`config.mk`:
```
export PLATFORM = sky130hd
export DESIGN_NAME = ptm_queue
export DESIGN_NICKNAME = d
export VERILOG_FILES = /design/src/rtl/ptm_pkg.sv /design/src/rtl/ptm_queue.sv
export SDC_FILE = /design/constraint.sdc
export NUM_CORES = 1
export LEC_CHECK = 0
export ABC_AREA = 1
export BUFFER_PORTS_ARGS = -buffer_cell sky130_fd_sc_hd__clkbuf_2
export CORE_ASPECT_RATIO = 1.2
export CORE_MARGIN = 2
export CORE_UTILIZATION = 46
export CTS_BUF_LIST = sky130_fd_sc_hd__clkbuf_16
export DETAILED_ROUTE_END_ITERATION = 8
export PLACE_DENSITY = 0.82
export SETUP_SLACK_MARGIN = 0.3
export SLEW_MARGIN = 20
export SYNTH_ARGS = -nofsm -noshare
export SYNTH_HDL_FRONTEND = slang
export SYNTH_SLANG_ARGS = --single-unit
```
`constraint.sdc`:
```
create_clock -name clk -period 10.51 [get_ports clk]
set_input_delay 3.153 -clock clk [delete_from_list [all_inputs] [get_ports clk]]
set_output_delay 3.153 -clock clk [all_outputs]
set_load 0.005 [all_outputs]
```
`src/rtl/ptm_pkg.sv`:
```
// shared types, codes and constants of the page table mapper
`timescale 1ns / 1ps
`default_nettype none

package ptm_pkg;

    localparam int TABLE_FRAMES_DEF = 64;
    localparam int IDX_W            = 9;
    localparam int ENTRIES          = 512;
    localparam int PN_W             = 40;
    localparam int S_DATA_W         = 168;
    localparam int M_DATA_W         = 88;
    localparam int QUEUE_DEPTH      = 2;

    localparam logic [1:0] OP_MAP_4K = 2'd0;
    localparam logic [1:0] OP_MAP_2M = 2'd1;
    localparam logic [1:0] OP_MAP_1G = 2'd2;

    localparam logic [1:0] STS_OK       = 2'd0;
    localparam logic [1:0] STS_NO_TABLE = 2'd1;
    localparam logic [1:0] STS_OUTSIDE  = 2'd2;

    localparam logic [51:0] MASK_4K   = 52'hF_FFFF_FFFF_F000;
    localparam logic [51:0] MASK_2M   = 52'hF_FFFF_FFE0_0000;
    localparam logic [51:0] MASK_1G   = 52'hF_FFFF_C000_0000;
    localparam logic [63:0] HUGE_BIT  = 64'h80;
    localparam logic [11:0] LINK_BITS = 12'h007;

    // one decoded mapping request
    typedef struct packed {
        logic [2:0][IDX_W-1:0] walk_idx;
        logic [1:0]            walks;
        logic [IDX_W-1:0]      leaf_idx;
        logic [63:0]           leaf_value;
    } cmd_t;

    typedef struct packed {
        logic [6:0]       tables_used;
        logic [63:0]      leaf_value;
        logic [IDX_W-1:0] leaf_index;
        logic [5:0]       leaf_table;
        logic [1:0]       status;
    } res_t;

endpackage

`default_nettype wire

```
`src/rtl/ptm_queue.sv`:
```
// short command queue between the decoder and the table walker
`timescale 1ns / 1ps
`default_nettype none

module ptm_queue
    import ptm_pkg::*;
(
    input  wire logic clk,
    input  wire logic rst_n,
    input  wire logic push,
    input  cmd_t      push_cmd,
    output logic      full,
    input  wire logic pop,
    output logic      valid,
    output cmd_t      head
);

    localparam int PW = $clog2(QUEUE_DEPTH);
    localparam int CW = $clog2(QUEUE_DEPTH + 1);

    cmd_t            slot_reg [QUEUE_DEPTH];
    logic [PW-1:0]   wr_ptr_reg;
    logic [PW-1:0]   rd_ptr_reg;
    logic [CW-1:0]   count_reg;

    assign full  = (count_reg == CW'(QUEUE_DEPTH));
    assign valid = (count_reg != '0);
    assign head  = slot_reg[rd_ptr_reg];

    always_ff @(posedge clk)
    begin
        if (push)
        begin
            slot_reg[wr_ptr_reg] <= push_cmd;
        end
    end

    always_ff @(posedge clk or negedge rst_n)
    begin
        if (!rst_n)
        begin
            wr_ptr_reg <= '0;
            rd_ptr_reg <= '0;
            count_reg  <= '0;
        end
        else
        begin
            if (push)
            begin
                wr_ptr_reg <= (wr_ptr_reg == PW'(QUEUE_DEPTH - 1)) ? '0 : wr_ptr_reg + 1'b1;
            end
            if (pop)
            begin
                rd_ptr_reg <= (rd_ptr_reg == PW'(QUEUE_DEPTH - 1)) ? '0 : rd_ptr_reg + 1'b1;
            end
            case ({push, pop})
                2'b10:   count_reg <= count_reg + 1'b1;
                2'b01:   count_reg <= count_reg - 1'b1;
                default: count_reg <= count_reg;
            endcase
        end
    end

endmodule

`default_nettype wire

```
==> Word-level counts from Yosys, hierarchy flattened <==
Memories as Yosys holds them, arrays and structs flattened.
Index checks and enable logic that the tools add are counted.
{ "classes": {"addsub": 4, "eq_ne": 3, "mux": 5, "n_reduce_logical": 2} }
{ "op_table": {"columns": ["op", "count"], "rows": [
  ["equality test 2 bit, second input constant", 2],
  ["2-to-1 mux 1 bit", 4],
  ["case mux 2 bit (2 select lines)", 1],
  ["nonzero test 2 bit", 2],
  ["adder 1 bit, second input constant", 2],
  ["adder 2 x 1 -> 2 bit, second input constant", 1],
  ["equality test 2 x 1 -> 1 bit, second input constant", 1],
  ["subtractor 2 x 1 -> 2 bit, second input constant", 1]
]} }
{ "totals": {"regBits": 4, "mem_bits_rw": 204, "input_bits": 106, "wordCells": 18, "n_memories": 1} }
{ "memory_table": {"columns": ["memory", "words", "word_bits", "read_ports", "rd_clocked_by_memory_dff", "write_ports", "line_no", "source"], "rows": [
  ["slot_reg", 2, 102, 1, 0, 1, "ptm_queue.sv:21", "cmd_t slot_reg [QUEUE_DEPTH];"]
]} }

==> Logic depth before layout (Yosys ltp) <==
Gate-level depths: netlist (run 1).
{ "logic_depth": {"depth_word": 2, "ltp_mapped": 7} }

==> Worst setup path after synthesis (run 1) <==
Ideal clock, no wire load.
{ "synth_path": {"path_kind": "input to register", "from": "in push", "to": "mem slot_reg[0][0] (netlist name) (enable)", "t_arrival_ns": 7.485, "t_required_ns": 9.944, "setup_slack_ns": 2.458, "path_stages": 2, "cell_sequence": "inv_1 > nor2_1"} }
{ "synth_between": {"elab_chain_len": 2} }
{ "synth_lines": {"columns": ["element", "line_no", "source"], "rows": [
  ["start, declared", "ptm_queue.sv:10", "input wire logic push,"],
  ["2-to-1 mux 1 bit", "ptm_queue.sv:32", "if (push)"],
  ["2-to-1 mux 1 bit (not written as such)", "ptm_queue.sv:34", "slot_reg[wr_ptr_reg] <= push_cmd;"],
  ["end, declared", "ptm_queue.sv:21", null]
]} }
No other way between the ends.

==> results of run 1 <==
## cells in the mapped netlist
| master | count | area share, % |
|---|---|---|
| edfxtp_1 | 204 | 77 |
| inv_1 | 108 | 5.1 |
| nand2_1 | 108 | 5.1 |
| o21ai_2 | 50 | 5.5 |
| o21ai_0 | 43 | 2.7 |
| buf_6 | 13 | 1.8 |
| o21ai_1 | 9 | 0.56 |
| buf_4 | 4 | 0.38 |
| clkbuf_1 | 4 | 0.19 |
| dfrtp_1 | 4 | 1.3 |
| nor2_1 | 2 | 0.094 |
| xor2_1 | 2 | 0.22 |
| buf_2 | 1 | 0.062 |
| buf_8 | 1 | 0.19 |
| ha_1 | 1 | 0.16 |
| nand3_1 | 1 | 0.062 |
| nand4_1 | 1 | 0.078 |
| xnor2_1 | 1 | 0.11 |
## cell families after synthesis
family                     Yosys count  share of synthesized area [%]
and+or+nand+nor                    112                           5.30
DFF                                208                           77.8
buffers and inverters              131                           7.71
xor gates and xnor gates             3                          0.328
adders and majority gates            1                          0.156
AOI/OAI and AO/OA                  102                           8.72
## stage by stage
stage / utilization, % / instance area [um2] / power, mW
5_1_grt: 57.5 / 9770 / 2.67
3_3_place_gp: 53.9 / 9160 / 1.87
3_5_place_dp: 53.9 / 9160 / 1.90
6_report: 57.5 / 9770 / 2.52
2_1_floorplan: - / 8000 / 1.65
4_1_cts: 57.5 / 9770 / 2.56
## layout by cell type, fill, tap and decap left out
| master | count |
|---|---|
| clkbuf_2 | 209 |
| edfxtp_1 | 204 |
| inv_1 | 111 |
| nand2_1 | 108 |
| o21ai_2 | 50 |
| o21ai_0 | 43 |
| clkbuf_16 | 21 |
| o21ai_1 | 9 |
| clkinv_1 | 8 |
| buf_4 | 5 |
| dfrtp_1 | 3 |
| xor2_1 | 2 |
| inv_4 | 1 |
| nor2_1 | 1 |
| nor2_4 | 1 |
| xnor2_1 | 1 |
| nand3_1 | 1 |
| nand4_1 | 1 |
| ha_1 | 1 |
| bufinv_16 | 1 |
| clkinv_4 | 1 |
| dfrtp_4 | 1 |
## worst max-delay path by stage
stage	to	slack [ns]
finish	head[101]	4.85
global route	head[13]	4.67
CTS	head[12]	4.84
detailed placement	head[12]	5.35
global placement	head[89]	5.39
floorplan	slot_reg[0][0]$_DFFE_PP_	2.46
## area by class of cell
class	instances	area share [%]
clock buffers	21	5.38
clock inverters	14	0.858
inverters	108	4.18
multi-input cells	218	12.0
flip-flops and latches	208	63.8
well taps	216	2.77
repair buffers	214	11.1
## metal layers
layer / part of all wire, % / wire [um] / vias up / GRT usage [%]
li1: - / - / 2317 / -
met1: 37 / 5350 / 2184 / 17.2
met2: 53 / 7610 / 172 / 27.7
met3: 7.1 / 1020 / 30 / 3.96
met4: 2.3 / 327 / 0 / 5.28
met5: 0 / 0 / - / 0
## power breakdown
group          switching [mW]  internal [mW]  total (mW)
clock                   0.276          0.383       0.659
sequential             0.0580           1.10        1.16
combinational           0.435          0.265       0.700
## worst min-delay path: cells and delay by family (launching register included)
kind             cells  cell delay (ns)
and+or+nand+nor      2             0.10
DFF                  1             0.35
==> run metrics, run 1 <==
Placed Instances=964; Worst Hold Path Cells=2; DR WL/cell=14.3 um; CTS Buf Count=20; max-slew violation count=0; I/O Pins=210; register area=6230 um2; max reg flops=204; Crit path depth=3; post-synth cell types=18; headroom to the max-slew limit=32.1%; post-layout minimum cycle time=5.66 ns; Hold Violations, Final=0; Crit Path Max Fanout=109; cell family with most CP delay=buffers and inverters; post-CTS setup buffers=0; crit path DAT=2.51 ns; Die Ht=149 um; peak supply drop=172 uV; Hold Path Class=reg2reg; Via density=4.71; Synth Instances=557; Synth Warn #=0; largest net degree at the start of global routing=110; critical path's slowest cell=buf_4; ratio of cells with drive above 1 in the final layout=37.0%; status=completed; worst reg2reg startpoint=wr_ptr_reg$_DFFE_PN0P_; clk root buf=clkbuf_16; H-tree levels=1; Hold Path Sink=count_reg[1]$_DFFE_PN0P_; Crit Path Category=reg2out; area occupied by multi-input gates=1170 um2; CTS tree=built; CP Capture Type=output port; DIE AREA=18500 um2; antenna viol nets, final=0; Starting Density=47.1%; CTS Sinks=208; Max Buffers Root-to-Sink=3; drc violations=0; DIE WIDTH=124 um; register area share after synthesis=77.8%; Buffers on Ports=209; final setup TNS=0 ns; HP Start=count_reg[1]$_DFFE_PN0P_; Layout fillers=1329; vias in the first global route=4795; # rows=52; synthesis-stage register bit count=208; Max Cap Violations=0; Layout Nets=877; hpwl dp=9600 um; # diodes=0; R2R Setup Slk=8.34 ns; global-route wire length before repair=22500 um; Post-Syn Nets=664; Crit path buffers/inverters=2; core area=17000 um2; Slew @ Worst Pin=1.02 ns; Post-Place Worst Slack=5.35 ns; Pre-Repair DR Iteration Count=4; Worst Slack Setup Final=4.85 ns; clk_lat worst skew=0.48 ns; P_leak=4.22 nW; Syn Std Cell Area=8000 um2; Final Non-Filler Cells=999; pwr/cell area=258 nW/um2; CTS Hold Bufs=0; total grt overflow=0; Req. time, crit path=7.36 ns; Startpoint Class=flip-flop; Worst Reg-to-Reg Cells=3; Iteration-0 DRC Markers=321; via count=4703; Avg Inst Size Synth=14.4 um2; final WL=14300 um; placer congestion estimate=0.767; Fmax=0.177 GHz; Global Route Usage Sum=15.1%; Hold WS=0.479 ns; Cell Chain, Critical Path=buf_4 > o21ai_0 > clkbuf_2; Worst-path clk slew=0.06 ns; Layout area overhead=22.1%; crit share post-route=53.9%; CP startpoint=rd_ptr_reg$_DFFE_PN0P_; initial antenna violation count=0; RSZ-0062 raised after global routing=false; r2r endpoint=slot_reg[1][1]$_DFFE_PP_; Setup Viol. Count Final=0; Fin Clk Skew=0.00965 ns; max incr delay on CP=0.79 ns; post_cts resized=0
Note: power is estimated with default switching activity, not from simulation.
==> inputs of run 2 (changes only) <==
==> constraint.sdc (replaced) <==
create_clock -name clk -period 5.55 [get_ports clk]
set_input_delay 1.665 -clock clk [delete_from_list [all_inputs] [get_ports clk]]
set_output_delay 1.665 -clock clk [all_outputs]
set_load 0.005 [all_outputs]
==> run 2 against run 1 <==
Clock skew about the same. Global-route usage decreased by 0.28 points. Non-clock buffer count increased by 1. Sequential share of layout area about the same. Clock power increased by 85%. Count of clock-buffer cells in the layout unchanged. Hold slack improved by 0.013 ns. Register-to-register slack got worse by 4.9 ns. Cell count increased by 0.10%. Power increased by 89%. Combinational power increased by 86%. Sequential power increased by 92%.
==> run metrics, run 2 (synthesis gave the netlist of run 1 again) <==
status=completed (unchanged); part of the power in registers=47.0% (was 46.1%); Final Power=4.75 mW (was 2.52 mW); Global Route Usage Sum=14.9% (was 15.1%); Worst Reg-to-Reg Cells=2 (was 3); Crit Path Max Fanout=115 (was 109); commonest non-fill, non-tap cell in the layout=clkbuf_2 (unchanged); Starting Density=47.1% (unchanged); Cell Chain, Critical Path=buf_12 > nand2_1 > o21ai_2 > clkbuf_2 (was buf_4 > o21ai_0 > clkbuf_2); critical path's slowest cell=dfrtp_4 (was buf_4); core area=17000 um2 (unchanged); r2r endpoint=slot_reg[0][31]$_DFFE_PP_ (was slot_reg[1][1]$_DFFE_PP_); Crit path depth=4 (was 3); Layout area overhead=22.1% (about the same); Die Ht=149 um (unchanged); CP Capture Type=output port (unchanged); Clock power frac=25.6% (was 26.2%); Pre-Repair DR Iteration Count=4 (unchanged); Max Cap Violations=0 (unchanged); Crit path buffers/inverters=2 (unchanged); Crit Path Category=reg2out (unchanged); pwr/cell area=486 nW/um2 (was 258 nW/um2); Hold Violations, Final=0 (unchanged); Iteration-0 DRC Markers=188 (was 321); global-route wire length before repair=22100 um (was 22500 um); R2R Setup Slk=3.49 ns (was 8.34 ns); cell family with most CP delay=flip-flops (was buffers and inverters); DIE WIDTH=124 um (unchanged); total grt overflow=0 (unchanged); CTS Sinks=208 (unchanged); CP Capture Point=head[34] (was head[101]); Post-Place Worst Slack=2.03 ns (was 5.35 ns); CP startpoint=rd_ptr_reg$_DFFE_PN0P_ (unchanged); post-CTS setup buffers=0 (unchanged); CTS Buf Count=21 (was 20); Fin Clk Skew=0.00940 ns (was 0.00965 ns); GRT met3 Usage=3.53% (was 3.96%); placed cell areas=9180 um2 (was 9160 um2); Most Crowded Layer GR=met2 (unchanged); hpwl dp=9850 um (was 9600 um); DIE AREA=18500 um2 (unchanged); switching part of the total=31.0% (was 30.5%); CTS tree=built (unchanged); Buffers on Ports=209 (unchanged); # diodes=0 (unchanged); max incr delay on CP=0.88 ns (was 0.79 ns); Req. time, crit path=3.88 ns (was 7.36 ns); crit share post-route=71.0%; final WL=14300 um (about the same); Worst Hold Path Cells=2 (unchanged); clk root buf=clkbuf_16 (unchanged); Via density=4.71 (about the same); global routing usage on met2=28.5% (was 27.7%); Fmax=0.254 GHz; headroom to the max-slew limit=46.7% (was 32.1%); Layout fillers=1356 (was 1329); crit path DAT=2.28 ns (was 2.51 ns); max-slew violation count=0 (unchanged); ratio of cells with drive above 1 in the final layout=37.4% (was 37.0%); peak supply drop=299 uV (was 172 uV); P_leak=4.23 nW (was 4.22 nW); I/O Pins=210 (unchanged); H-tree levels=1 (unchanged); Startpoint Class=flip-flop (unchanged); Layout Nets=879 (was 877); vias in the first global route=4703 (was 4795); RSZ-0062 raised after global routing=false (unchanged); switching power=1.47 mW (was 0.769 mW); post_cts resized=0 (unchanged); clk_lat worst skew=0.48 ns (about the same); combinational share of power=27.4% (was 27.8%); Max Buffers Root-to-Sink=3 (unchanged); antenna viol nets, final=0 (unchanged); # rows=52 (unchanged); Cell Int Power=3.28 mW (was 1.75 mW); Slew @ Worst Pin=0.798 ns (was 1.02 ns); max reg flops=204 (unchanged); largest net degree at the start of global routing=116 (was 110); post-layout minimum cycle time=3.94 ns; Setup Viol. Count Final=0 (unchanged); final setup TNS=0 ns (unchanged); worst reg2reg startpoint=wr_ptr_reg$_DFFE_PN0P_ (unchanged); via count=4706 (was 4703); drc violations=0 (unchanged); most frequent cells in the layout=clkbuf_2, edfxtp_1, inv_1 (unchanged); placer congestion estimate=0.806 (was 0.767); Hold Path Class=reg2reg (unchanged); Worst Slack Setup Final=1.61 ns (was 4.85 ns); cell area after layout=9770 um2 (about the same); global routing usage on met1=16.0% (was 17.2%); DR WL/cell=14.3 um (about the same); Worst-path clk slew=0.06 ns (about the same); initial antenna violation count=0 (unchanged); CTS Hold Bufs=0 (unchanged)
## run 2: cell count changes in the layout (fill, tap and decap cells not counted), sizes merged
cell    change
buf         +1
bufinv      -1
inv         +1
## run 2: final cells by class
cell class                 instances  area (um2)  area share [%]
timing repair buffer             215        1100            11.3
multi-input combinational        218        1170            12.0
tap                              216         270            2.76
inverter                         108         408            4.17
sequential                       208        6230            63.7
clock buffer                      21         526            5.38
clock inverter                    14        68.8           0.704
## run 2: per-layer routing
metal  wire [um]  up-vias
met4         362        0
li1            -     2318
met1        5270     2186
met2        7700      169
met5           0        -
met3         964       33
## run 2: power by group through the flow
stage | combinational (mW) | clock, mW | sequential [mW]
after floorplan | 0.909 | 0 | 2.20
after CTS | 1.34 | 1.25 | 2.24
after global placement | 1.30 | 0 | 2.25
final | 1.30 | 1.22 | 2.23
after detailed placement | 1.34 | 0 | 2.27
after global routing | 1.46 | 1.30 | 2.27
## run 2: per-stage QoR
| stage | hold WS [ns] | utilization (%) | instances |
|---|---|---|---|
| after floorplan | 0.442 | - | 557 |
| after global placement | 0.457 | 54.1 | 965 |
| after detailed placement | 0.488 | 54.1 | 965 |
| after CTS | 0.502 | 57.6 | 1000 |
| after global routing | 0.530 | 57.6 | 1000 |
| final | 0.492 | 57.6 | 1000 |
## run 2: worst min path at each step
stage | slack [ns] | endpoint | startpoint
after floorplan | 0.44 | count_reg[1]$_DFFE_PN0P_ | count_reg[1]$_DFFE_PN0P_
after global placement | 0.46 | count_reg[1]$_DFFE_PN0P_ | count_reg[1]$_DFFE_PN0P_
after detailed placement | 0.49 | count_reg[1]$_DFFE_PN0P_ | count_reg[1]$_DFFE_PN0P_
after CTS | 0.50 | count_reg[1]$_DFFE_PN0P_ | count_reg[1]$_DFFE_PN0P_
after global routing | 0.53 | count_reg[1]$_DFFE_PN0P_ | count_reg[1]$_DFFE_PN0P_
final | 0.49 | count_reg[1]$_DFFE_PN0P_ | count_reg[1]$_DFFE_PN0P_
## run 2: tightest hold or removal path: cells and delay by family, from the launching register on
| family | cells | cell delay (ns) |
|---|---|---|
| simple gates | 2 | 0.11 |
| flops | 1 | 0.35 |
