### src/rtl/ptm_pkg.sv
// shared types, codes and constants of the page table mapper
`timescale 1ns / 1ps
`default_nettype none

package ptm_pkg;

    localparam int TABLE_FRAMES_DEF = 64;
    localparam int IDX_W            = 9;
    localparam int ENTRIES          = 512;
    localparam int PN_W             = 40;
    localparam int S_DATA_W         = 168;
    localparam int M_DATA_W         = 88;
    localparam int QUEUE_DEPTH      = 2;

    localparam logic [1:0] OP_MAP_4K = 2'd0;
    localparam logic [1:0] OP_MAP_2M = 2'd1;
    localparam logic [1:0] OP_MAP_1G = 2'd2;

    localparam logic [1:0] STS_OK       = 2'd0;
    localparam logic [1:0] STS_NO_TABLE = 2'd1;
    localparam logic [1:0] STS_OUTSIDE  = 2'd2;

    localparam logic [51:0] MASK_4K   = 52'hF_FFFF_FFFF_F000;
    localparam logic [51:0] MASK_2M   = 52'hF_FFFF_FFE0_0000;
    localparam logic [51:0] MASK_1G   = 52'hF_FFFF_C000_0000;
    localparam logic [63:0] HUGE_BIT  = 64'h80;
    localparam logic [11:0] LINK_BITS = 12'h007;

    // one decoded mapping request
    typedef struct packed {
        logic [2:0][IDX_W-1:0] walk_idx;
        logic [1:0]            walks;
        logic [IDX_W-1:0]      leaf_idx;
        logic [63:0]           leaf_value;
    } cmd_t;

    typedef struct packed {
        logic [6:0]       tables_used;
        logic [63:0]      leaf_value;
        logic [IDX_W-1:0] leaf_index;
        logic [5:0]       leaf_table;
        logic [1:0]       status;
    } res_t;

endpackage

`default_nettype wire

### src/rtl/ptm_front.sv
// request decoder: splits the address into walk indices and builds the leaf entry
`timescale 1ns / 1ps
`default_nettype none

module ptm_front
    import ptm_pkg::*;
(
    input  wire logic                enable,
    input  wire logic                s_tvalid,
    output logic                     s_tready,
    input  wire logic [S_DATA_W-1:0] s_tdata,
    input  wire logic                q_full,
    output logic                     push,
    output cmd_t                     cmd
);

    logic [1:0]  op;
    logic [47:0] va;
    logic [51:0] frame;
    logic [63:0] flags;
    logic [IDX_W-1:0] idx3;

    assign s_tready = enable & ~q_full;
    assign push     = s_tvalid & s_tready;

    always_comb
    begin
        op    = s_tdata[1:0];
        va    = s_tdata[49:2];
        frame = s_tdata[101:50];
        flags = s_tdata[165:102];
        // unused code maps as 1G
        if (op == 2'd3)
        begin
            op = OP_MAP_1G;
        end
        idx3 = va[20:12];
        cmd.walk_idx[0] = va[47:39];
        cmd.walk_idx[1] = va[38:30];
        cmd.walk_idx[2] = va[29:21];
        cmd.walks = 2'd3 - op;
        case (op)
            OP_MAP_4K:
            begin
                cmd.leaf_idx   = idx3;
                cmd.leaf_value = {12'd0, frame & MASK_4K} | flags;
            end
            OP_MAP_2M:
            begin
                cmd.leaf_idx   = va[29:21];
                cmd.leaf_value = {12'd0, frame & MASK_2M} | flags | HUGE_BIT;
            end
            default:
            begin
                cmd.leaf_idx   = va[38:30];
                cmd.leaf_value = {12'd0, frame & MASK_1G} | flags | HUGE_BIT;
            end
        endcase
    end

endmodule

`default_nettype wire

### config.mk
export PLATFORM = sky130hd
export DESIGN_NAME = ptm_front
export DESIGN_NICKNAME = d
export VERILOG_FILES = /design/src/rtl/ptm_pkg.sv /design/src/rtl/ptm_front.sv
export SDC_FILE = /design/constraint.sdc
export NUM_CORES = 1
export LEC_CHECK = 0
export BUFFER_PORTS_ARGS = -buffer_cell sky130_fd_sc_hd__buf_2
export CAP_MARGIN = 20
export CORE_AREA = 2 2 108 110
export DETAILED_ROUTE_END_ITERATION = 8
export DIE_AREA = 0 0 110 112
export PLACE_DENSITY = 0.48
export SYNTH_ARGS = -nofsm -noshare
export SYNTH_HDL_FRONTEND = slang
export SYNTH_SLANG_ARGS = --single-unit
export TNS_END_PERCENT = 50
### constraint.sdc
create_clock -name vclk -period 2.9
set_clock_uncertainty 0.15 [all_clocks]
set_input_delay 0.725 -clock vclk [all_inputs]
set_output_delay 0.725 -clock vclk [all_outputs]
set_load 0.02 [all_outputs]
-- Word level (Yosys, flattened, before mapping)
Cells that the tools add are included.
W data, S select, Z words.
- register bits after elaboration: 0
- output and inout bits: 104
- add/sub/neg operators: 1
- bitwise gates (word level): 6
- reduce and logical (&&, ||, !) cells: 1
- multiplexer cells: 2
- equal/unequal tests: 2
- operator list (kind ; count):
    $or A52 B64 Y64 ; 3
    $pmux W73 S2 ; 1
    $and A1 B1 Y1 ; 2
    $eq A2 B1 Y1 const B ; 1
    $eq A2 B2 Y1 const B ; 1
    $logic_not A2 Y1 ; 1
    $mux W2 ; 1
    $sub A2 B2 Y2 const A ; 1
    $not A1 Y1 ; 1

-- Logic depth before layout (Yosys ltp)
Gate-level depths: netlist (run 1).
- depth in word-level cells: 4
- gate-level depth with buffers: 4
- depth with buffers taken out: 2

-- Worst setup path after synthesis (run 1)
No wires, ideal clock.
- path kind: input port to output port
- start: input enable
- end: output push
- buffers on the path: 0
- arrival: 1376 ps
- slack: 649 ps
- stages on the path: 2
- path through: nor2b_1 -> and2_1
- longest elaborated chain between the ends: 2
- RTL lines (what ; RTL line ; RTL):
    start, declared ; ptm_front.sv:8 ; input wire logic enable,
    $and A1 B1 Y1 ; ptm_front.sv:23 ; assign s_tready = enable & ~q_full;
    $and A1 B1 Y1 ; ptm_front.sv:24 ; assign push = s_tvalid & s_tready;
    end, declared ; ptm_front.sv:13 ; output logic push,
No other way between the ends.

==> run summary, run 1 <==
==============================================================================
Gate power share ................................................        1.000
Reg power frac ..................................................            0
Met1 wire length ................................................      1.24 mm
Switching part of the total .....................................        0.539
Routed length on met3 ...........................................       460 µm
Storage element area ............................................        0 µm²
Least-Margin Pin Slew ...........................................     0.396 ns
CP dominant cell by count ....................................... sky130_fd_sc_hd__buf_2
First-pass GRT wire length ......................................      5.36 mm
Port Buf Inserts ................................................          185
Pin count of the biggest net entering global routing ............           19
Routed wire per std cell ........................................      10.3 µm
Outcome ......................................................... complete, no violations
Synthesized area ................................................      890 µm²
Number of I/O pins ..............................................          275
Final design area excluding fillers .............................  0.00159 mm²
Most area-consuming cells after synthesis ....................... sky130_fd_sc_hd__buf_4 43%, sky130_fd_sc_hd__or2_2 15%, sky130_fd_sc_hd__a21o_1 15%
Leftover overflow at the end of global routing ..................            0
Max_cap viols ...................................................            0
Postcts setup bufs ..............................................            0
Area of the die .................................................   0.0123 mm²
WS Path Type ....................................................    in -> out
Slowest stage cell, crit path ................................... sky130_fd_sc_hd__nor2_2
Final slew viol count ...........................................            0
Met2 wire len ...................................................      2.30 mm
Switching pwr ...................................................     0.145 mW
Post-layout net count ...........................................          432
Layout overhead on the synthesized area .........................        78.9%
Final hold vios .................................................            0
Fin crit period .................................................      2.54 ns
Internal Pwr Total ..............................................     0.124 mW
Global placement routability congestion .........................        0.662
Syn_nets ........................................................          298
Highest achievable clock rate ...................................      393 MHz
Data arrival time of the critical path ..........................      1.67 ns
Setup TNS .......................................................         0 ns
CLK BUF .........................................................            0
Post-cts gate resize count ......................................            0
Worst vdd rail ir drop ..........................................      42.7 µV
Most common cell after layout, fill and taps aside .............. sky130_fd_sc_hd__buf_2
Combined global-route utilization of all metal layers ...........       0.0562
Element type at the critical path start .........................    input pin
Site Rows .......................................................           39
Total leakage power .............................................     0.978 nW
Power density of the placed cells ...............................   169 mW/mm²
Biggest cell delay along the critical path ......................      0.37 ns
Initial drt markers .............................................            9
Residual antenna-violating net count after detailed routing .....            0
Antenna Cells ...................................................            0
Antenna violations before repair ................................            0
Initial cell density of the core ................................       0.0796
Final setup vio count ...........................................            0
Critical path data required time ................................      2.03 ns
Worst path cell trace ........................................... buf_2 > nor2_2 > a21o_1 > buf_2
Worst hold path class ...........................................    in -> out
Share of cells above drive strength 1 ...........................        0.811
Kind of end point of the critical path ..........................   output pin
Number of sequential cells ......................................            0
Uppermost metal layer occupied by signal nets ...................         met4
Final worst-path cycle share ....................................        0.877
Warning count from the yosys run ................................            0
Via Count .......................................................         1275
Clock network fraction of design power ..........................            0
Proportion of synthesized chip area in sequential cells .........            0
Core Util, Final ................................................        0.142
Most area-hungry cell type in the Yosys netlist ................. sky130_fd_sc_hd__buf_4
Number of hold buffers added after cts ..........................            0
Maximum net fanout on the critical path .........................           12
Post-DP HPWL ....................................................      3.75 mm
RSZ-0062 raised after global routing ............................        false
Unique masters post-synth .......................................           13
Number of vias per cell .........................................         3.17
Proportion of netlist area held by the largest area contributor .        0.430
Overall routed net length .......................................      4.12 mm
Number of instances in the synthesized netlist ..................          127
CP Buf/Inv Count ................................................            2
Slew HR .........................................................        0.736
Vias in the first global route ..................................         1113
Die span in y ...................................................       112 µm
Gate family responsible for the most delay along the worst path . buffers and inverters
Drc violations ..................................................            0
Core Region .....................................................   0.0112 mm²
First-pass detailed-route iteration total .......................            4
Mean area per synthesized cell ..................................     7.00 µm²
Most frequent cells in the layout ............................... 185 x sky130_fd_sc_hd__buf_2, 22 x sky130_fd_sc_hd__or2_2, 18 x sky130_fd_sc_hd__a21o_1
Die X-Extent ....................................................       110 µm
Cell area after placement .......................................  0.00159 mm²
==============================================================================
## power by group through the flow
| stage | clock network [mW] | logic, mW | registers, mW |
|---|---|---|---|
| 2_1_floorplan | 0 | 0.221 | 0 |
| 5_1_grt | 0 | 0.295 | 0 |
| 3_5_place_dp | 0 | 0.273 | 0 |
| 3_3_place_gp | 0 | 0.271 | 0 |
| 6_report | 0 | 0.270 | 0 |
| 4_1_cts | 0 | 0.274 | 0 |
## stage by stage
stage / hold slack, ns / total power [mW] / setup slack (ns) / cells
6_report: 1.30 / 0.270 / 0.358 / 402
5_1_grt: 1.30 / 0.295 / 0.233 / 402
4_1_cts: 1.30 / 0.274 / 0.287 / 402
3_5_place_dp: 1.30 / 0.273 / 0.288 / 402
3_3_place_gp: 1.30 / 0.271 / 0.326 / 402
2_1_floorplan: 1.38 / 0.221 / 0.649 / 127
## final cells by class
type | count | area [µm²]
well taps | 143 | 179
repair buffers | 186 | 933
inverters | 1 | 3.75
multi-input cells | 72 | 475
fillers | 1287 | 9580
## worst paths after layout
check | startpoint | endpoint | slack [ns] | depth (start not counted)
setup / recovery | s_tdata[0] | cmd[12] | 0.36 | 4
hold / removal | s_tdata[105] | cmd[3] | 1.30 | 0
## cells in the mapped netlist
cell type                 instances
sky130_fd_sc_hd__buf_4           51
sky130_fd_sc_hd__inv_1            1
sky130_fd_sc_hd__mux2i_1          9
sky130_fd_sc_hd__buf_2            1
sky130_fd_sc_hd__a21o_1          18
sky130_fd_sc_hd__buf_6            2
sky130_fd_sc_hd__nand2_1         10
sky130_fd_sc_hd__or3_4            1
sky130_fd_sc_hd__o21ai_1          9
sky130_fd_sc_hd__nor2_2           1
sky130_fd_sc_hd__or2_2           22
sky130_fd_sc_hd__and2_1           1
sky130_fd_sc_hd__nor2b_1          1
## cells by family (layout without fill, tap and decap cells)
| group | after synthesis | in the layout | share of synthesized area |
|---|---|---|---|
| buf+inv | 55 | 187 | 0.466 |
| simple gates | 36 | 36 | 0.231 |
| compound gates | 27 | 27 | 0.203 |
| mux | 9 | 9 | 0.101 |
## layer usage
layer / vias to the layer above / track usage
met4: 0 / 0.0169
met2: 110 / 0.126
met5: - / 0
li1: 628 / -
met1: 515 / 0.0489
met3: 22 / 0.00351
(Power assumes the default switching activity.)
==> inputs of run 2 (changes only) <==
--- a/config.mk
+++ b/config.mk
@@ -5,7 +5,7 @@
 export SDC_FILE = /design/constraint.sdc
 export NUM_CORES = 1
 export LEC_CHECK = 0
-export BUFFER_PORTS_ARGS = -buffer_cell sky130_fd_sc_hd__buf_2
+export BUFFER_PORTS_ARGS = -buffer_cell sky130_fd_sc_hd__buf_4
 export CAP_MARGIN = 20
 export CORE_AREA = 2 2 108 110
 export DETAILED_ROUTE_END_ITERATION = 8
==> run summary, run 2 (synthesis results as in run 1) <==
==============================================================================
Die span in y ...................................................       112 µm
Initial drt markers .............................................           30
CLK BUF .........................................................            0
Cell area after placement .......................................  0.00205 mm²
Vias in the first global route ..................................         1248
Post-cts gate resize count ......................................            0
First-pass detailed-route iteration total .......................            4
Post-layout power ...............................................     0.349 mW
Leftover overflow at the end of global routing ..................            0
Worst vdd rail ir drop ..........................................      53.6 µV
Highest achievable clock rate ...................................      398 MHz
Pin count of the biggest net entering global routing ............           22
Postcts setup bufs ..............................................            0
Gate family responsible for the most delay along the worst path . simple AND/OR/NAND/NOR gates
Final design area excluding fillers .............................  0.00205 mm²
Area of the die .................................................   0.0123 mm²
Worst hold path class ...........................................    in -> out
Share of cells above drive strength 1 ...........................        0.810
GR Util met3 ....................................................      0.00761
Antenna violations before repair ................................            0
Instance count on the critical path .............................            4
Port Buf Inserts ................................................          185
Initial cell density of the core ................................       0.0796
Kind of end point of the critical path ..........................   output pin
CP dominant cell by count ....................................... sky130_fd_sc_hd__buf_4
Most common cell after layout, fill and taps aside .............. sky130_fd_sc_hd__buf_4
Number of sequential cells ......................................            0
Critical path data required time ................................      2.03 ns
Post-layout net count ...........................................          431
Maximum net fanout on the critical path .........................           21
Power density of the placed cells ...............................   171 mW/mm²
Routed wire per std cell ........................................      11.2 µm
Total leakage power .............................................      1.15 nW
Layout overhead on the synthesized area .........................         130%
Worst path cell trace ........................................... buf_4 > nor2_2 > a21o_1 > buf_4
Area occupied by multi-input gates ..............................      475 µm²
RSZ-0062 raised after global routing ............................        false
Most frequent cells in the layout ............................... 185 x sky130_fd_sc_hd__buf_4, 22 x sky130_fd_sc_hd__or2_2, 18 x sky130_fd_sc_hd__a21o_1
Global-route met2 utilization ...................................        0.132
Final hold vios .................................................            0
Least-Margin Pin Slew ...........................................     0.397 ns
Storage element area ............................................        0 µm²
Number of vias per cell .........................................         3.23
Drc violations ..................................................            0
Final worst-path cycle share ....................................        0.865
Core Region .....................................................   0.0112 mm²
First-pass GRT wire length ......................................      5.93 mm
Via Count .......................................................         1296
Final setup vio count ...........................................            0
Number of I/O pins ..............................................          275
Overall routed net length .......................................      4.48 mm
Global placement routability congestion .........................        0.648
WS Path Type ....................................................    in -> out
Fillers .........................................................         1268
CP Buf/Inv Count ................................................            2
Setup TNS .......................................................         0 ns
Max_cap viols ...................................................            0
Final slew viol count ...........................................            0
Slowest stage cell, crit path ................................... sky130_fd_sc_hd__nor2_2
Layer with the highest usage after global routing ...............         met2
Fin crit period .................................................      2.51 ns
Residual antenna-violating net count after detailed routing .....            0
Die X-Extent ....................................................       110 µm
Crit path capture ...............................................      cmd[14]
Element type at the critical path start .........................    input pin
Slew HR .........................................................        0.735
Biggest cell delay along the critical path ......................      0.36 ns
Site Rows .......................................................           39
Data arrival time of the critical path ..........................      1.63 ns
Met1 Resource Use GR ............................................       0.0549
Number of hold buffers added after cts ..........................            0
CP Launch Point .................................................   s_tdata[1]
Antenna Cells ...................................................            0
Combined global-route utilization of all metal layers ...........       0.0613
Post-DP HPWL ....................................................      4.01 mm
Outcome ......................................................... complete, no violations
==============================================================================
[run 2: changes by cell type in the layout (fill, tap and decap cells not counted)]
| cell | before | now |
|---|---|---|
| sky130_fd_sc_hd__buf_2 | 185 | 0 |
| sky130_fd_sc_hd__buf_4 | 1 | 185 |
[run 2: layout make-up]
type / instances / area share
Inverter: 1 / 0.00183
Timing Repair Buffer: 185 / 0.678
Tap cell: 143 / 0.0874
Multi-Input combinational cell: 72 / 0.232
[run 2: worst min-delay path by stage]
stage	startpoint	end	slack [ns]	cells after the start
after floorplan	q_full	s_tready	1.38	1
after global placement	s_tdata[102]	cmd[0]	1.30	0
after detailed placement	s_tdata[102]	cmd[0]	1.30	0
after CTS	s_tdata[102]	cmd[0]	1.30	0
after global routing	s_tdata[106]	cmd[4]	1.30	0
final	s_tdata[105]	cmd[3]	1.30	0
[run 2: report_power, final]
part / switching (mW) / internal (mW)
combinational: 0.151 / 0.198
clock: 0 / 0
sequential: 0 / 0
total: 0.151 / 0.198
[run 2: metal layers]
layer	wire length, µm	up-vias
li1	-	628
met1	1310	538
met2	2490	110
met3	553	20
met4	126	0
met5	0	-
[run 2: stage by stage]
stage	util	setup slack, ns	hold WS, ns	cells
after detailed placement	0.183	0.353	1.30	401
after global placement	0.183	0.360	1.30	401
after CTS	0.183	0.351	1.30	401
final	0.183	0.391	1.30	401
after global routing	0.183	0.298	1.30	401
after floorplan	-	0.649	1.38	127
==> inputs of run 3 (changes only) <==
--- a/config.mk
+++ b/config.mk
@@ -5,12 +5,13 @@
 export SDC_FILE = /design/constraint.sdc
 export NUM_CORES = 1
 export LEC_CHECK = 0
+export ABC_AREA = 1
 export BUFFER_PORTS_ARGS = -buffer_cell sky130_fd_sc_hd__buf_4
 export CAP_MARGIN = 20
 export CORE_AREA = 2 2 108 110
 export DETAILED_ROUTE_END_ITERATION = 8
 export DIE_AREA = 0 0 110 112
-export PLACE_DENSITY = 0.48
+export PLACE_DENSITY = 0.49
 export SYNTH_ARGS = -nofsm -noshare
 export SYNTH_HDL_FRONTEND = slang
 export SYNTH_SLANG_ARGS = --single-unit
==> run summary, run 3 <==
==============================================================================
Post-DP HPWL ....................................................      4.01 mm
Unique masters post-synth .......................................           12
Final worst-path cycle share ....................................        0.854
Maximum net fanout on the critical path .........................           14
Power density of the placed cells ...............................   169 mW/mm²
First-pass detailed-route iteration total .......................            4
CP dominant cell by count ....................................... sky130_fd_sc_hd__buf_4
Data arrival time of the critical path ..........................      1.60 ns
Die X-Extent ....................................................       110 µm
Gate family responsible for the most delay along the worst path . buffers and inverters
Postcts setup bufs ..............................................            0
Number of vias per cell .........................................         3.29
Fin crit period .................................................      2.48 ns
Post-cts gate resize count ......................................            0
GR Util met3 ....................................................       0.0117
Warning count from the yosys run ................................            0
Most common cell after layout, fill and taps aside .............. sky130_fd_sc_hd__buf_4
Initial cell density of the core ................................       0.0832
Antenna Cells ...................................................            0
Number of I/O pins ..............................................          275
Share of cells above drive strength 1 ...........................        0.729
Vias in the first global route ..................................         1237
Slack of the critical path ......................................     0.425 ns
Library cell with the highest instance count after synthesis .... sky130_fd_sc_hd__buf_4
Initial drt markers .............................................           15
Most area-hungry cell type in the Yosys netlist ................. sky130_fd_sc_hd__buf_4
Layer with the highest usage after global routing ...............         met2
Global placement routability congestion .........................        0.709
Setup TNS .......................................................         0 ns
Leftover overflow at the end of global routing ..................            0
Mean area per synthesized cell ..................................     5.92 µm²
WS Path Type ....................................................    in -> out
Biggest cell delay along the critical path ......................      0.24 ns
Slowest stage cell, crit path ................................... sky130_fd_sc_hd__buf_4
First-pass GRT wire length ......................................      5.51 mm
Residual antenna-violating net count after detailed routing .....            0
Core Region .....................................................   0.0112 mm²
Number of instances in the synthesized netlist ..................          157
Post-layout power ...............................................     0.352 mW
Number of sequential cells ......................................            0
Most frequent cells in the layout ............................... 186 x sky130_fd_sc_hd__buf_4, 38 x sky130_fd_sc_hd__nand2_1, 22 x sky130_fd_sc_hd__or2_2
Met1 Resource Use GR ............................................       0.0436
Combined global-route utilization of all metal layers ...........       0.0557
Element type at the critical path start .........................    input pin
Highest achievable clock rate ...................................      404 MHz
Pin count of the biggest net entering global routing ............           21
Syn_nets ........................................................          328
Slew HR .........................................................        0.866
Post-layout net count ...........................................          461
Routed wire per std cell ........................................      9.96 µm
Die span in y ...................................................       112 µm
Total leakage power .............................................      1.18 nW
Critical path data required time ................................      2.03 ns
CP Buf/Inv Count ................................................            3
Area of the die .................................................   0.0123 mm²
Fillers .........................................................         1258
Drc violations ..................................................            0
Antenna violations before repair ................................            0
Kind of end point of the critical path ..........................   output pin
Ranking of synthesized cells by instance count .................. 51 x sky130_fd_sc_hd__buf_4, 38 x sky130_fd_sc_hd__nand2_1, 22 x sky130_fd_sc_hd__or2_2, 18 x sky130_fd_sc_hd__nand3_1, 11 x sky130_fd_sc_hd__inv_1
Synthesized area ................................................      930 µm²
Port Buf Inserts ................................................          185
Storage element area ............................................        0 µm²
Worst vdd rail ir drop ..........................................      50.8 µV
RSZ-0062 raised after global routing ............................        false
Proportion of netlist area held by the largest area contributor .        0.412
Global-route met2 utilization ...................................        0.129
Outcome ......................................................... complete, no violations
Overall routed net length .......................................      4.29 mm
Final hold vios .................................................            0
Via Count .......................................................         1418
Least-Margin Pin Slew ...........................................     0.201 ns
Final slew viol count ...........................................            0
CLK BUF .........................................................            0
Final setup vio count ...........................................            0
Proportion of synthesized chip area in sequential cells .........            0
Worst hold path class ...........................................    in -> out
Number of hold buffers added after cts ..........................            0
Max_cap viols ...................................................            0
Most area-consuming cells after synthesis ....................... sky130_fd_sc_hd__buf_4 41%, sky130_fd_sc_hd__nand2_1 15%, sky130_fd_sc_hd__or2_2 15%
Site Rows .......................................................           39
Worst path cell trace ........................................... buf_4 > nor2_4 > buf_4 > nand2_1 > nand3_1 > buf_4
Layout overhead on the synthesized area .........................         124%
Setup WS pre-CTS ................................................     0.395 ns
==============================================================================
[run 3: cell types whose count changed after synthesis, moves of 9 or more]
cell and change:
sky130_fd_sc_hd__nand2_1 +28, sky130_fd_sc_hd__nand3_1 +18, sky130_fd_sc_hd__inv_1 +10, sky130_fd_sc_hd__a21o_1 -9, sky130_fd_sc_hd__mux2i_1 -9, sky130_fd_sc_hd__o21ai_1 -9
[run 3: cell families (layout without fill, tap and decap cells)]
group                  Yosys count  in the layout  share of synthesized area
buffers and inverters           67            198                      0.505
AOI/OAI and AO/OA                9              9                     0.0727
and+or+nand+nor                 81             81                      0.423
[run 3: final cells by class]
type	instances	area, µm²	area share
inverter	12	47.5	0.0228
timing repair buffer	186	1400	0.670
tap	143	179	0.0859
multi-input combinational	90	460	0.221
[run 3: metrics by stage]
stage,area (µm²),hold slack [ns],utilization,cells
floorplan,930,1.38,-,157
detailed placement,2080,1.30,0.186,431
finish,2080,1.30,0.186,431
global route,2080,1.30,0.186,431
CTS,2080,1.30,0.186,431
global placement,2080,1.30,0.186,431
[run 3: where the power goes]
part           leakage [nW]  total [mW]  internal, mW  switching, mW
clock                     0           0             0              0
combinational          1.18       0.352         0.195          0.156
sequential                0           0             0              0
total                  1.18       0.352         0.195          0.156
[run 3: final timing paths]
path	startpoint	end	slack, ns	cells after the start
setup / recovery	s_tdata[1]	cmd[68]	0.42	6
hold / removal	s_tdata[106]	cmd[4]	1.30	0
[run 3: per-layer routing]
layer  up-vias  wire length, µm
met4         0               50
met2       142             2370
met5         -                0
met3        10              759
met1       567             1110
li1        699                -
